**config.mk**
```make
export PLATFORM = sky130hd
export DESIGN_NAME = averaged_temp_focus_compensation_unit
export DESIGN_NICKNAME = d
export VERILOG_FILES = /design/src/hw/rtl/atfc_pkg.sv /design/src/hw/rtl/averaged_temp_focus_compensation_unit.sv /design/src/hw/rtl/atfc_serial_div.sv
export SDC_FILE = /design/constraint.sdc
export NUM_CORES = 1
export LEC_CHECK = 0
export ABC_AREA = 1
export BUFFER_PORTS_ARGS = -buffer_cell sky130_fd_sc_hd__buf_4
export CAP_MARGIN = 10
export CORE_ASPECT_RATIO = 0.7
export CORE_MARGIN = 5
export CORE_UTILIZATION = 47
export CTS_CLUSTER_SIZE = 14
export DETAILED_ROUTE_END_ITERATION = 12
export GPL_TIMING_DRIVEN = 0
export PLACE_DENSITY_LB_ADDON = 0.12
export SETUP_SLACK_MARGIN = 0.02
export SYNTH_ARGS = -nofsm -noshare
export SYNTH_HDL_FRONTEND = slang
export SYNTH_SLANG_ARGS = --single-unit
```
**constraint.sdc**
```tcl
create_clock -name aclk -period 10.1 [get_ports aclk]
set_clock_uncertainty 0.05 [all_clocks]
set_input_delay 1.01 -clock aclk [delete_from_list [all_inputs] [get_ports aclk]]
set_output_delay 1.01 -clock aclk [all_outputs]
set_load 0.005 [all_outputs]
```
**src/hw/rtl/atfc_pkg.sv**
```systemverilog
// shared types and constants of the averaged temperature focus compensation unit
package atfc_pkg;

    // fixed field widths
    localparam int SAMPLE_W  = 16;
    localparam int OFFSET_W  = 16;
    localparam int COEF_W    = 8;
    localparam int NCFG_W    = 11;
    localparam int CORR_W    = 16;
    localparam int CFG_IDX_W = 2;
    localparam int CFG_DW    = 16;

    // saturation limits of a q8.8 value and of a correction
    localparam int SAMPLE_MAX = 32767;
    localparam int SAMPLE_MIN = -32768;
    localparam int CORR_MAX   = 32767;
    localparam int CORR_MIN   = -32768;

    // command codes
    localparam logic CMD_SAMPLE = 1'b0;
    localparam logic CMD_QUERY  = 1'b1;

    // configuration register indexes
    localparam logic [CFG_IDX_W-1:0] CFG_INTEG_COUNT = 2'd0;
    localparam logic [CFG_IDX_W-1:0] CFG_TEMP_OFFSET = 2'd1;
    localparam logic [CFG_IDX_W-1:0] CFG_COMP_COEF   = 2'd2;
    localparam logic [CFG_IDX_W-1:0] CFG_COMP_ENABLE = 2'd3;

    localparam logic [NCFG_W-1:0] INTEG_COUNT_RESET = 11'd8;

    typedef enum logic [1:0] {
        ST_IDLE,
        ST_DIV,
        ST_EMIT
    } atfc_state_t;

endpackage

```
**src/hw/rtl/averaged_temp_focus_compensation_unit.sv**
```systemverilog
// top level of the averaged temperature focus compensation unit
//
// Averages signed q8.8 temperature samples in blocks of integration_count
// (the previous average counts as one sample) and turns the drift of the
// averaged temperature into a signed motor step correction. Every input item
// yields exactly one result item. A sample (cmd 0) or query (cmd 1) that does
// not close an averaging block goes from acceptance through the emit state into
// the result register, and the next item is taken once the fsm is back in idle. A
// sample that closes a block runs the bit-serial divider, one quotient bit per
// cycle over the accumulator width (27 bits at the default MAX_INTEGRATION), and
// passes through the divide and emit states to the result register before the
// next item can be taken. A result stalled on the result channel adds its wait
// only when a second item is ready to leave behind it. One item is worked on at a
// time, but the next item is taken while a finished result still waits on the
// result channel. The user must write configuration through cfg_wr_en, cfg_index
// and cfg_wdata only while no item is in flight; the block does not enforce this.
module averaged_temp_focus_compensation_unit #(
    parameter int MAX_INTEGRATION = 1024
) (
    input  logic                              aclk,
    input  logic                              aresetn,
    // configuration write port
    input  logic                              cfg_wr_en,
    input  logic [atfc_pkg::CFG_IDX_W-1:0]    cfg_index,
    input  logic [atfc_pkg::CFG_DW-1:0]       cfg_wdata,
    // input items
    input  logic                              s_tvalid,
    output logic                              s_tready,
    input  logic [15:0]                       s_tdata,  // [15:0] sample
    input  logic [1:0]                        s_tuser,  // [0] cmd, [1] sample_fault
    // result items
    output logic                              m_tvalid,
    input  logic                              m_tready,
    output logic [31:0]                       m_tdata,  // [15:0] correction_steps, [31:16] temperature_out
    output logic [0:0]                        m_tuser   // [0] comp_active
);
    import atfc_pkg::*;

    // block counter holds up to the largest block size
    localparam int CNT_W = $clog2(MAX_INTEGRATION + 1);
    // accumulator: one sample times the largest block, plus sign
    localparam int ACC_W = SAMPLE_W + $clog2(MAX_INTEGRATION) + 1;
    localparam int SUM_W = ACC_W + 1;
    localparam int DIFF_W = SAMPLE_W + 1;
    localparam int PROD_W = DIFF_W + COEF_W;
    localparam int CQ_W = PROD_W - 8;

    // configuration registers
    logic [NCFG_W-1:0]          n_cfg_reg;
    logic signed [OFFSET_W-1:0] offset_reg;
    logic signed [COEF_W-1:0]   coef_reg;
    logic                       enable_reg;

    // averaging state
    atfc_state_t                state_reg, state_next;
    logic                       seeded_reg, seeded_next;
    logic signed [ACC_W-1:0]    acc_reg, acc_next;
    logic [CNT_W-1:0]           cnt_reg, cnt_next;
    logic signed [SAMPLE_W-1:0] cur_reg, cur_next;
    logic signed [SAMPLE_W-1:0] ref_reg, ref_next;
    logic                       ready_reg, ready_next;
    logic signed [CORR_W-1:0]   corr_reg, corr_next;

    // result register
    logic                       m_valid_reg, m_valid_next;
    logic [31:0]                m_data_reg, m_data_next;
    logic                       m_user_reg, m_user_next;

    // input fields
    logic                       in_cmd;
    logic                       in_fault;
    logic signed [SAMPLE_W-1:0] in_sample;
    logic                       accept;
    logic                       emit_load;

    // datapath
    logic [31:0]                n_wide;
    logic [CNT_W-1:0]           n_eff;
    logic signed [ACC_W-1:0]    acc_sum;
    logic [CNT_W:0]             cnt_inc;
    logic                       block_full;
    logic                       div_start;
    logic                       div_busy;
    logic                       div_done;
    logic signed [ACC_W-1:0]    div_q;
    logic signed [SUM_W-1:0]    avg_sum;
    logic signed [SAMPLE_W-1:0] avg_sat;
    logic signed [DIFF_W-1:0]   diff;
    logic signed [PROD_W-1:0]   prod;
    logic signed [CQ_W-1:0]     corr_q;
    logic signed [CORR_W-1:0]   corr_sat;

    assign in_sample = $signed(s_tdata[SAMPLE_W-1:0]);
    assign in_cmd    = s_tuser[0];
    assign in_fault  = s_tuser[1];
    assign accept    = s_tvalid && s_tready;

    // configuration writes
    always_ff @(posedge aclk) begin
        if (!aresetn) begin
            n_cfg_reg  <= INTEG_COUNT_RESET;
            offset_reg <= '0;
            coef_reg   <= '0;
            enable_reg <= 1'b0;
        end else if (cfg_wr_en) begin
            case (cfg_index)
                CFG_INTEG_COUNT: n_cfg_reg  <= cfg_wdata[NCFG_W-1:0];
                CFG_TEMP_OFFSET: offset_reg <= $signed(cfg_wdata[OFFSET_W-1:0]);
                CFG_COMP_COEF:   coef_reg   <= $signed(cfg_wdata[COEF_W-1:0]);
                CFG_COMP_ENABLE: enable_reg <= cfg_wdata[0];
                default: begin
                end
            endcase
        end
    end

    // block size clamped to 2 .. MAX_INTEGRATION
    always_comb begin
        n_wide = 32'(n_cfg_reg);
        if (n_wide < 32'd2) begin
            n_wide = 32'd2;
        end else if (n_wide > 32'(MAX_INTEGRATION)) begin
            n_wide = 32'(MAX_INTEGRATION);
        end
    end
    assign n_eff = n_wide[CNT_W-1:0];

    // next sample into the running block
    assign acc_sum    = acc_reg + ACC_W'(in_sample);
    assign cnt_inc    = {1'b0, cnt_reg} + 1'b1;
    assign block_full = cnt_inc >= {1'b0, n_eff};
    assign div_start  = accept && in_cmd == CMD_SAMPLE && !in_fault && seeded_reg && block_full;

    atfc_serial_div #(
        .ACC_W(ACC_W),
        .DIV_W(CNT_W)
    ) u_div (
        .aclk     (aclk),
        .aresetn  (aresetn),
        .start    (div_start),
        .dividend (acc_sum),
        .divisor  (n_eff),
        .busy     (div_busy),
        .done     (div_done),
        .quotient (div_q)
    );

    // new average plus offset, saturated to the sample range
    assign avg_sum = SUM_W'(div_q) + SUM_W'(offset_reg);
    always_comb begin
        if (avg_sum > $signed(SUM_W'(SAMPLE_MAX))) begin
            avg_sat = $signed(SAMPLE_W'(SAMPLE_MAX));
        end else if (avg_sum < $signed(SUM_W'(SAMPLE_MIN))) begin
            avg_sat = $signed(SAMPLE_W'(SAMPLE_MIN));
        end else begin
            avg_sat = avg_sum[SAMPLE_W-1:0];
        end
    end

    // correction: (reference - current) * coefficient / 256, toward zero
    assign diff = DIFF_W'(ref_reg) - DIFF_W'(cur_reg);
    assign prod = PROD_W'(diff) * PROD_W'(coef_reg);
    always_comb begin
        corr_q = prod[PROD_W-1:8];
        if (prod[PROD_W-1] && prod[7:0] != 8'd0) begin
            corr_q = corr_q + 1'b1;
        end
        if (corr_q > $signed(CQ_W'(CORR_MAX))) begin
            corr_sat = $signed(CORR_W'(CORR_MAX));
        end else if (corr_q < $signed(CQ_W'(CORR_MIN))) begin
            corr_sat = $signed(CORR_W'(CORR_MIN));
        end else begin
            corr_sat = corr_q[CORR_W-1:0];
        end
    end

    // control outputs
    always_comb begin
        s_tready  = 1'b0;
        emit_load = 1'b0;
        case (state_reg)
            ST_IDLE: s_tready = 1'b1;
            ST_EMIT: emit_load = !m_valid_reg || m_tready;
            default: begin
            end
        endcase
    end

    // next state
    always_comb begin
        state_next = state_reg;
        case (state_reg)
            ST_IDLE: begin
                if (div_start) begin
                    state_next = ST_DIV;
                end else if (accept) begin
                    state_next = ST_EMIT;
                end
            end
            ST_DIV: begin
                if (div_done) begin
                    state_next = ST_EMIT;
                end
            end
            ST_EMIT: begin
                if (emit_load) begin
                    state_next = ST_IDLE;
                end
            end
            default: state_next = ST_IDLE;
        endcase
    end

    // averaging state and result register
    always_comb begin
        seeded_next  = seeded_reg;
        acc_next     = acc_reg;
        cnt_next     = cnt_reg;
        cur_next     = cur_reg;
        ref_next     = ref_reg;
        ready_next   = ready_reg;
        corr_next    = corr_reg;
        m_valid_next = m_valid_reg;
        m_data_next  = m_data_reg;
        m_user_next  = m_user_reg;

        if (accept) begin
            corr_next = '0;
            if (in_cmd == CMD_SAMPLE) begin
                if (!in_fault) begin
                    if (!seeded_reg) begin
                        // first good sample seeds everything
                        seeded_next = 1'b1;
                        acc_next    = ACC_W'(in_sample);
                        cur_next    = in_sample;
                        ref_next    = in_sample;
                        cnt_next    = CNT_W'(1);
                    end else if (block_full) begin
                        cnt_next = CNT_W'(1);
                    end else begin
                        acc_next = acc_sum;
                        cnt_next = cnt_inc[CNT_W-1:0];
                    end
                end
            end else if (ready_reg && enable_reg) begin
                corr_next = corr_sat;
                if (corr_sat != '0) begin
                    ref_next = cur_reg;
                end
            end
        end

        // block closed: quotient becomes the running average
        if (state_reg == ST_DIV && div_done) begin
            acc_next   = div_q;
            cur_next   = avg_sat;
            ready_next = 1'b1;
        end

        if (m_valid_reg && m_tready) begin
            m_valid_next = 1'b0;
        end
        if (emit_load) begin
            m_valid_next = 1'b1;
            m_data_next  = {cur_reg, corr_reg};
            m_user_next  = ready_reg && enable_reg;
        end
    end

    always_ff @(posedge aclk) begin
        if (!aresetn) begin
            state_reg   <= ST_IDLE;
            seeded_reg  <= 1'b0;
            acc_reg     <= '0;
            cnt_reg     <= CNT_W'(1);
            cur_reg     <= '0;
            ref_reg     <= '0;
            ready_reg   <= 1'b0;
            corr_reg    <= '0;
            m_valid_reg <= 1'b0;
        end else begin
            state_reg   <= state_next;
            seeded_reg  <= seeded_next;
            acc_reg     <= acc_next;
            cnt_reg     <= cnt_next;
            cur_reg     <= cur_next;
            ref_reg     <= ref_next;
            ready_reg   <= ready_next;
            corr_reg    <= corr_next;
            m_valid_reg <= m_valid_next;
        end
        m_data_reg <= m_data_next;
        m_user_reg <= m_user_next;
    end

    assign m_tvalid   = m_valid_reg;
    assign m_tdata    = m_data_reg;
    assign m_tuser[0] = m_user_reg;

    // the divider only runs while the fsm waits for it
    assert property (@(posedge aclk) disable iff (!aresetn)
        div_busy |-> state_reg == ST_DIV)
        else $error("divider busy outside the divide state");

    // a closed block always marks the average ready before the result goes out
    assert property (@(posedge aclk) disable iff (!aresetn)
        state_reg == ST_DIV && div_done |=> state_reg == ST_EMIT && ready_reg)
        else $error("block close did not reach the result stage");

    // no average can exist before the first sample seeded the state
    assert property (@(posedge aclk) disable iff (!aresetn)
        ready_reg |-> seeded_reg)
        else $error("average ready without seeding");

    // the running block always holds at least the previous average
    assert property (@(posedge aclk) disable iff (!aresetn)
        cnt_reg != '0)
        else $error("block counter dropped to zero");

endmodule

```
**src/hw/rtl/atfc_serial_div.sv**
```systemverilog
// bit-serial restoring divider: signed dividend by unsigned divisor, truncating toward zero
module atfc_serial_div #(
    parameter int ACC_W = 27,
    parameter int DIV_W = 11
) (
    input  logic                    aclk,
    input  logic                    aresetn,
    input  logic                    start,
    input  logic signed [ACC_W-1:0] dividend,
    input  logic        [DIV_W-1:0] divisor,
    output logic                    busy,
    output logic                    done,
    output logic signed [ACC_W-1:0] quotient
);
    import atfc_pkg::*;

    localparam int STEP_W = $clog2(ACC_W);

    logic [ACC_W-1:0]  shift_reg, shift_next;
    logic [DIV_W-1:0]  rem_reg, rem_next;
    logic [DIV_W-1:0]  dvs_reg, dvs_next;
    logic [STEP_W-1:0] step_reg, step_next;
    logic              neg_reg, neg_next;
    logic              busy_reg, busy_next;
    logic              done_reg, done_next;

    logic [DIV_W:0]    rem_sh;
    logic [DIV_W:0]    trial;

    // one quotient bit per cycle, msb first
    assign rem_sh = {rem_reg, shift_reg[ACC_W-1]};
    assign trial  = rem_sh - {1'b0, dvs_reg};

    always_comb begin
        shift_next = shift_reg;
        rem_next   = rem_reg;
        dvs_next   = dvs_reg;
        step_next  = step_reg;
        neg_next   = neg_reg;
        busy_next  = busy_reg;
        done_next  = 1'b0;
        if (start) begin
            neg_next   = dividend[ACC_W-1];
            shift_next = dividend[ACC_W-1] ? (ACC_W'(0) - dividend) : dividend;
            rem_next   = '0;
            dvs_next   = divisor;
            step_next  = STEP_W'(ACC_W - 1);
            busy_next  = 1'b1;
        end else if (busy_reg) begin
            if (!trial[DIV_W]) begin
                rem_next   = trial[DIV_W-1:0];
                shift_next = {shift_reg[ACC_W-2:0], 1'b1};
            end else begin
                rem_next   = rem_sh[DIV_W-1:0];
                shift_next = {shift_reg[ACC_W-2:0], 1'b0};
            end
            if (step_reg == '0) begin
                busy_next = 1'b0;
                done_next = 1'b1;
            end else begin
                step_next = step_reg - 1'b1;
            end
        end
    end

    always_ff @(posedge aclk) begin
        if (!aresetn) begin
            busy_reg <= 1'b0;
            done_reg <= 1'b0;
        end else begin
            busy_reg <= busy_next;
            done_reg <= done_next;
        end
        shift_reg <= shift_next;
        rem_reg   <= rem_next;
        dvs_reg   <= dvs_next;
        step_reg  <= step_next;
        neg_reg   <= neg_next;
    end

    assign busy     = busy_reg;
    assign done     = done_reg;
    assign quotient = neg_reg ? $signed(ACC_W'(0) - shift_reg) : $signed(shift_reg);

    assert property (@(posedge aclk) disable iff (!aresetn)
        done_reg |-> !busy_reg)
        else $error("divider done while still busy");

    assert property (@(posedge aclk) disable iff (!aresetn)
        busy_reg && step_reg == '0 |=> done_reg)
        else $error("divider missed its done pulse");

    assert property (@(posedge aclk) disable iff (!aresetn)
        busy_reg |-> rem_reg < dvs_reg)
        else $error("divider remainder not below divisor");

endmodule

```
Word-level counts from Yosys, hierarchy flattened
Cells that the tools add are included.
- add/sub/neg operators: 9
- $mul: 1
- order comparisons: 7
- equal/unequal tests: 16
- multiplexer cells: 44
- bitwise operators: 5
- reductions and logical operators: 31
- operators by type and width (operator ; count):
    two-way mux 27 bit ; 10
    two-way mux 16 bit ; 14
    two-way mux 11 bit ; 5
    subtractor 1 x 27 -> 27 bit, first input constant ; 2
    adder 27 x 16 -> 28 bit ; 1
    greater-than comparator 28 x 16 -> 1 bit, second input constant ; 1
    less-than comparator 28 x 16 -> 1 bit, second input constant ; 1
    adder 27 x 16 -> 27 bit ; 1
    multiplier 17 x 8 -> 25 bit ; 1
    adder 17 x 1 -> 17 bit, second input constant ; 1
    greater-than comparator 17 x 16 -> 1 bit, second input constant ; 1
    less-than comparator 17 x 16 -> 1 bit, second input constant ; 1
    two-way mux 17 bit ; 1
    subtractor 16 x 16 -> 17 bit ; 1
    nonzero test 16 bit ; 1
    adder 11 x 1 -> 12 bit, second input constant ; 1
    greater-or-equal comparator 12 x 11 -> 1 bit ; 1
    != test 2 x 1 -> 1 bit, second input constant ; 6
    subtractor 12 x 11 -> 12 bit ; 1
    greater-than comparator 11 bit, second input constant ; 1
    less-than comparator 11 x 2 -> 1 bit, second input constant ; 1
    AND reduction 2 bit ; 5
    logical AND 1 bit ; 9
    two-way mux 1 bit ; 9
    other kinds (19) ; 37
- flip-flop bits (word level): 217
- input bits: 41
- word-level logic and storage cells: 135

Longest topological paths before layout
- depth after elaboration: 12
- depth in mapped cells: 52
- depth with buffers taken out: 50

Cells and area by module
A second synthesis with hierarchy kept.
- cell total of the unflattened synthesis: 2976
- area, all modules: 20634.8 um^2
- by module, submodules not included (module ; times used ; cells each ; area each (um^2) ; seq. area each (um^2)):
    averaged_temp_focus_compensation_unit ; 1 ; 2328 ; 16223.1 ; 3533.4
    atfc_serial_div ; 1 ; 648 ; 4411.7 ; 1531.5

Worst setup path after synthesis
No wires, ideal clock.
- path type: reg2reg
- start: register cur_reg[0]
- end: register ref_reg[10]
- data arrival time: 7133 ps
- setup slack: 2802 ps
- stages on the path, launching flop included: 44
- clock period less this slack: 7298 ps
- cell sequence: dfxtp_1 ha_1 fa_1 o21ai_0 a21oi_1 o21bai_1 a21o_1 a21oi_1 nor2_1 o21ai_0 nand2_1 a21oi_1 o21ai_0 xor2_1 nor2_1 fa_1 fa_1 fa_1 [8 not listed] a21oi_1 nand3_1 nand2_2 nand3_1 nor2_2 nand3b_4 o21bai_4 inv_2 nand2_2 buf_6 nand2_2 nand3_2 nor2_2 nand3_2 nand2_4 buf_6 a21oi_1 nor2_1
- word-level cells in the longest chain between the ends: 11
- elaborated cells on any way between the ends: 13
- ends and longest elaborated chain (what ; line ; text):
    start, declared ; averaged_temp_focus_compensation_unit.sv:59 ; logic signed [SAMPLE_W-1:0] cur_reg, cur_next;
    start signal, assigned ; averaged_temp_focus_compensation_unit.sv:286 ; cur_reg <= cur_next;
    subtractor 16 x 16 -> 17 bit * ; averaged_temp_focus_compensation_unit.sv:161 ; assign diff = DIFF_W'(ref_reg) - DIFF_W'(cur_reg);
    multiplier 17 x 8 -> 25 bit * ; averaged_temp_focus_compensation_unit.sv:162 ; assign prod = PROD_W'(diff) * PROD_W'(coef_reg);
    parallel branches: the longest is 2 deep, another holds adder 17 x 1 -> 17 bit ; n/a ;
    two-way mux 17 bit * ; averaged_temp_focus_compensation_unit.sv:165 ; if (prod[PROD_W-1] && prod[7:0] != 8'd0) begin
    less-than comparator 17 x 16 -> 1 bit ; averaged_temp_focus_compensation_unit.sv:170 ; end else if (corr_q < $signed(CQ_W'(CORR_MIN))) begin
    two-way mux 16 bit ; averaged_temp_focus_compensation_unit.sv:170 ;
    two-way mux 16 bit * ; averaged_temp_focus_compensation_unit.sv:168 ; if (corr_q > $signed(CQ_W'(CORR_MAX))) begin
    nonzero test 16 bit * ; averaged_temp_focus_compensation_unit.sv:247 ; if (corr_sat != '0) begin
    != test 2 x 1 -> 1 bit (no line) * ; n/a ;
    AND reduction 5 bit (no line) * ; n/a ;
    end signal, assigned ; averaged_temp_focus_compensation_unit.sv:287 ; ref_reg <= ref_next;
    end, declared ; averaged_temp_focus_compensation_unit.sv:60 ; logic signed [SAMPLE_W-1:0] ref_reg, ref_next;
Mark *: on every way between the ends.
A chain may end at the register's enable or synchronous reset.

Worst setup path in the final report
- start: register cur_reg[0]
- end: register ref_reg[14]
The elaborated chain is that of the path after synthesis.

==> reports/qor.csv <==
stage,metric,value,unit
run_status,status,"complete, no violations",
critical_path,crit path max fanout,10,
critical_path,critical path's slowest cell,xor2_1,
die,site row count,63,
die,Die Y-Extent,184,µm
cts,post-CTS sizing,0,
logic_synthesis,Synth top area share,14.3,%
pwr,Lkg Pwr,0.0109,µW
logic_synthesis,"Top FF cell, synth",dfxtp_1,
placement,post-DP HPWL,56300,µm
cells_and_area,ant diodes,0,
detailed_routing,DRT Pass-1 Iters,6,
cts,post-CTS setup buffers,0,
timing,final setup fails,0,
logic_synthesis,ys async rst share,0,%
critical_path,WP data required,10480,ps
cts,Clock Pin Slew Worst Setup and Hold Paths,70,ps
global_routing,gr ovfl total,0,
global_routing,first-pass GRT wire length,103000,µm
critical_path,CP arrival,9520,ps
logic_synthesis,synth warn,0,
timing,Final Slew Violations,0,
detailed_routing,drt drc,0,
detailed_routing,1st-iter DRT viols,2376,
logic_synthesis,Synth cell types,53,
cells_and_area,max FFs per register,32,
timing,Final Hold Fails,0,
cells_and_area,Multi-input gate area,0.0131,mm²
critical_path,CP endpoint kind,flop,
critical_path,"slowest stage delay, CP",620,ps
cells_and_area,Area growth syn-to-layout,10.1,%
timing,final period utilization,90.5,%
logic_synthesis,Post-Syn Area,0.0203,mm²
pwr,Peak VDD IR,89.1,µV
logic_synthesis,syn_nets,3173,
critical_path,"most used cell, CP",nand2_1,
die,# IOs,76,
cts,clk sink count,217,
timing,setup TNS,0,ps
logic_synthesis,Post-Syn Instances,2876,
cts,total CTS buffers,23,
timing,Final min period,9140,ps
die,core box area,0.0426,mm²
critical_path,WS Path Type,reg -> reg,
detailed_routing,Total Wirelength,67400,µm
placement,Buffers on Ports,73,
detailed_routing,number of routed nets with antenna violations,0,
detailed_routing,Vias/cell,5.56,
detailed_routing,via count,19700,
pwr,final total power,3530,µW
cts,clock tree root driver cell,clkbuf_16,
logic_synthesis,number of synthesized register bits,217,
placement,GPL Wtd Cong,1.01,
cts,CTS tree,yes,
cells_and_area,fin nets,3276,
cts,Max Buffers Root-to-Sink,3,
logic_synthesis,Synth area leader,dfxtp_1,
logic_synthesis,syn avg cell area,7.06,µm²
cts,number of H-tree levels,1,
logic_synthesis,"EDFF count, synth",72,
die,starting density of the core,47.7,%
cts,hold_buf cts,0,
logic_synthesis,"Seq/Total Area, Yosys",24.9,%
die,Die Footprint,0.0475,mm²
die,Die Wd,258,µm
timing,fmax,109,MHz
cells_and_area,layout cells sized above 1,6.54,%
global_routing,vias in the first global route,17900,
global_routing,overall routing resource usage,27.6,%
timing,Tightest Pin Transition,935,ps
cts,clock latency at the later pin of the worst-skew pair,540,ps
hold_path,worst hold path type,reg -> reg,
critical_path,Crit path max-delay family,adder cells,
global_routing,largest net degree at the start of global routing,32,
cells_and_area,fill count,4244,
detailed_routing,routed length per instance,19.0,µm
flow_run,max-capacitance violation count,0,
cells_and_area,FF+latch area,0.00506,mm²
timing,Slew HR,37.7,%
logic_synthesis,Synth area leaders,"dfxtp_1, nand2_1, fa_1",
pwr,power per cell area,158,mW/mm²
timing,RSZ-0062 raised after global routing,false,
timing,Hold Slack,385,ps
critical_path,Setup crit start kind,flop,
global_routing,initial antenna violation count,1,
critical_path,WP buf/inv,7,
## cell usage after synthesis (2+ instances only)
cell / count
o221ai_1: 5
a31oi_1: 16
clkbuf_1: 69
o21a_1: 5
inv_2: 7
nand2_2: 15
nor2_2: 13
buf_1: 4
nor4_1: 11
o2111ai_1: 2
edfxtp_1: 72
o211ai_1: 21
clkinv_1: 9
o22ai_1: 19
buf_6: 4
nand2_4: 2
a21oi_1: 203
inv_1: 476
o31ai_1: 3
nand4_1: 37
nand3_2: 7
dfxtp_1: 145
nand3b_1: 5
o21ai_0: 195
or2_2: 11
xnor2_1: 33
and2_1: 2
nor2_1: 312
nand2_1: 606
xor2_1: 105
a211oi_1: 5
o21bai_1: 14
a22oi_1: 2
fa_1: 113
nor3_1: 41
nand3_1: 113
a21boi_0: 2
a21o_1: 6
ha_1: 143
a31o_2: 2
buf_2: 6
o21ai_2: 4
## layout make-up
class,instances,share of cell area [%]
timing repair buffer,78,2.74
sequential,217,22.6
clock inverter,14,0.509
clock buffer,28,2.84
tap,552,3.09
buffer,83,1.57
multi-input combinational,2084,58.4
inverter,492,8.26
## metal layers
layer  vias up  GRT usage (%)  routed length [µm]
met5         -              0                  13
met4         2           4.71                1260
met3        79           8.49                8380
met2       899           34.9               24100
met1      9271           45.2               33600
li1       9459              -                   -
## per-stage QoR
| stage | std cells | setup slack [ps] | utilization, % | area [µm²] |
|---|---|---|---|---|
| after CTS | 3548 | 1140 | 52.6 | 22400 |
| after floorplan | 2876 | 2800 | - | 20300 |
| after detailed placement | 3506 | 1210 | 50.8 | 21600 |
| after global routing | 3548 | 431 | 52.6 | 22400 |
| final | 3548 | 961 | 52.6 | 22400 |
| after global placement | 3501 | 1360 | 50.6 | 21500 |
## worst register-to-register path: cells and delay by family (launching register included)
family / cells / cell delay [ps]
AO/OA/AOI/OAI: 9 / 1820
XOR/XNOR: 1 / 620
adder cells (fa/ha/maj): 7 / 3200
buffers and inverters: 7 / 600
flip-flops: 1 / 340
AND/OR/NAND/NOR: 21 / 2410
## placed cells by master (no fill, tap or decap), drive strengths merged, types with 2 or more instances in the layout
master / instances
nand2: 623
inv: 486
nor2: 326
a21oi: 203
o21ai: 200
dfxtp: 145
ha: 143
nand3: 121
fa: 113
xor2: 105
clkbuf: 97
buf: 92
edfxtp: 72
nor3: 42
nand4: 37
xnor2: 33
o211ai: 21
o22ai: 19
clkinv: 18
a31oi: 16
o21bai: 15
or2: 12
nor4: 11
a21o: 6
nand3b: 6
a211oi: 5
o221ai: 5
o21a: 5
o31ai: 3
and2: 2
o2111ai: 2
a22oi: 2
a21boi: 2
a31o: 2
## logic make-up (layout without fill, tap and decap cells)
| logic type | Yosys count | after routing | share of synthesized area (%) |
|---|---|---|---|
| compound gates | 509 | 509 | 13.8 |
| mux | 1 | 1 | 0.0493 |
| simple gates | 1180 | 1180 | 24.5 |
| xor+xnor | 138 | 138 | 5.95 |
| fa+ha+maj | 256 | 256 | 19.9 |
| buf+inv | 575 | 695 | 10.8 |
| flops | 217 | 217 | 24.9 |
## power by group
part / leakage (µW) / internal, µW / total [µW] / switching (µW)
Sequential: 0.00186 / 951 / 987 / 36.1
Combinational: 0.00863 / 533 / 1680 / 1140
Clock: 0.000376 / 479 / 866 / 387
## path summary, 6_finish.rpt
| check | endpoint | depth (start not counted) | startpoint | slack (ps) |
|---|---|---|---|---|
| worst max-delay path | ref_reg[14] | 45 | cur_reg[0] | 960 |
| worst min-delay path | m_tdata[15] | 0 | corr_reg[15] | 380 |
| worst max register to register | ref_reg[14] | 45 | cur_reg[0] | 960 |
| worst min register to register | m_tdata[15] | 0 | corr_reg[15] | 380 |
Note: power is estimated with default switching activity, not from simulation.
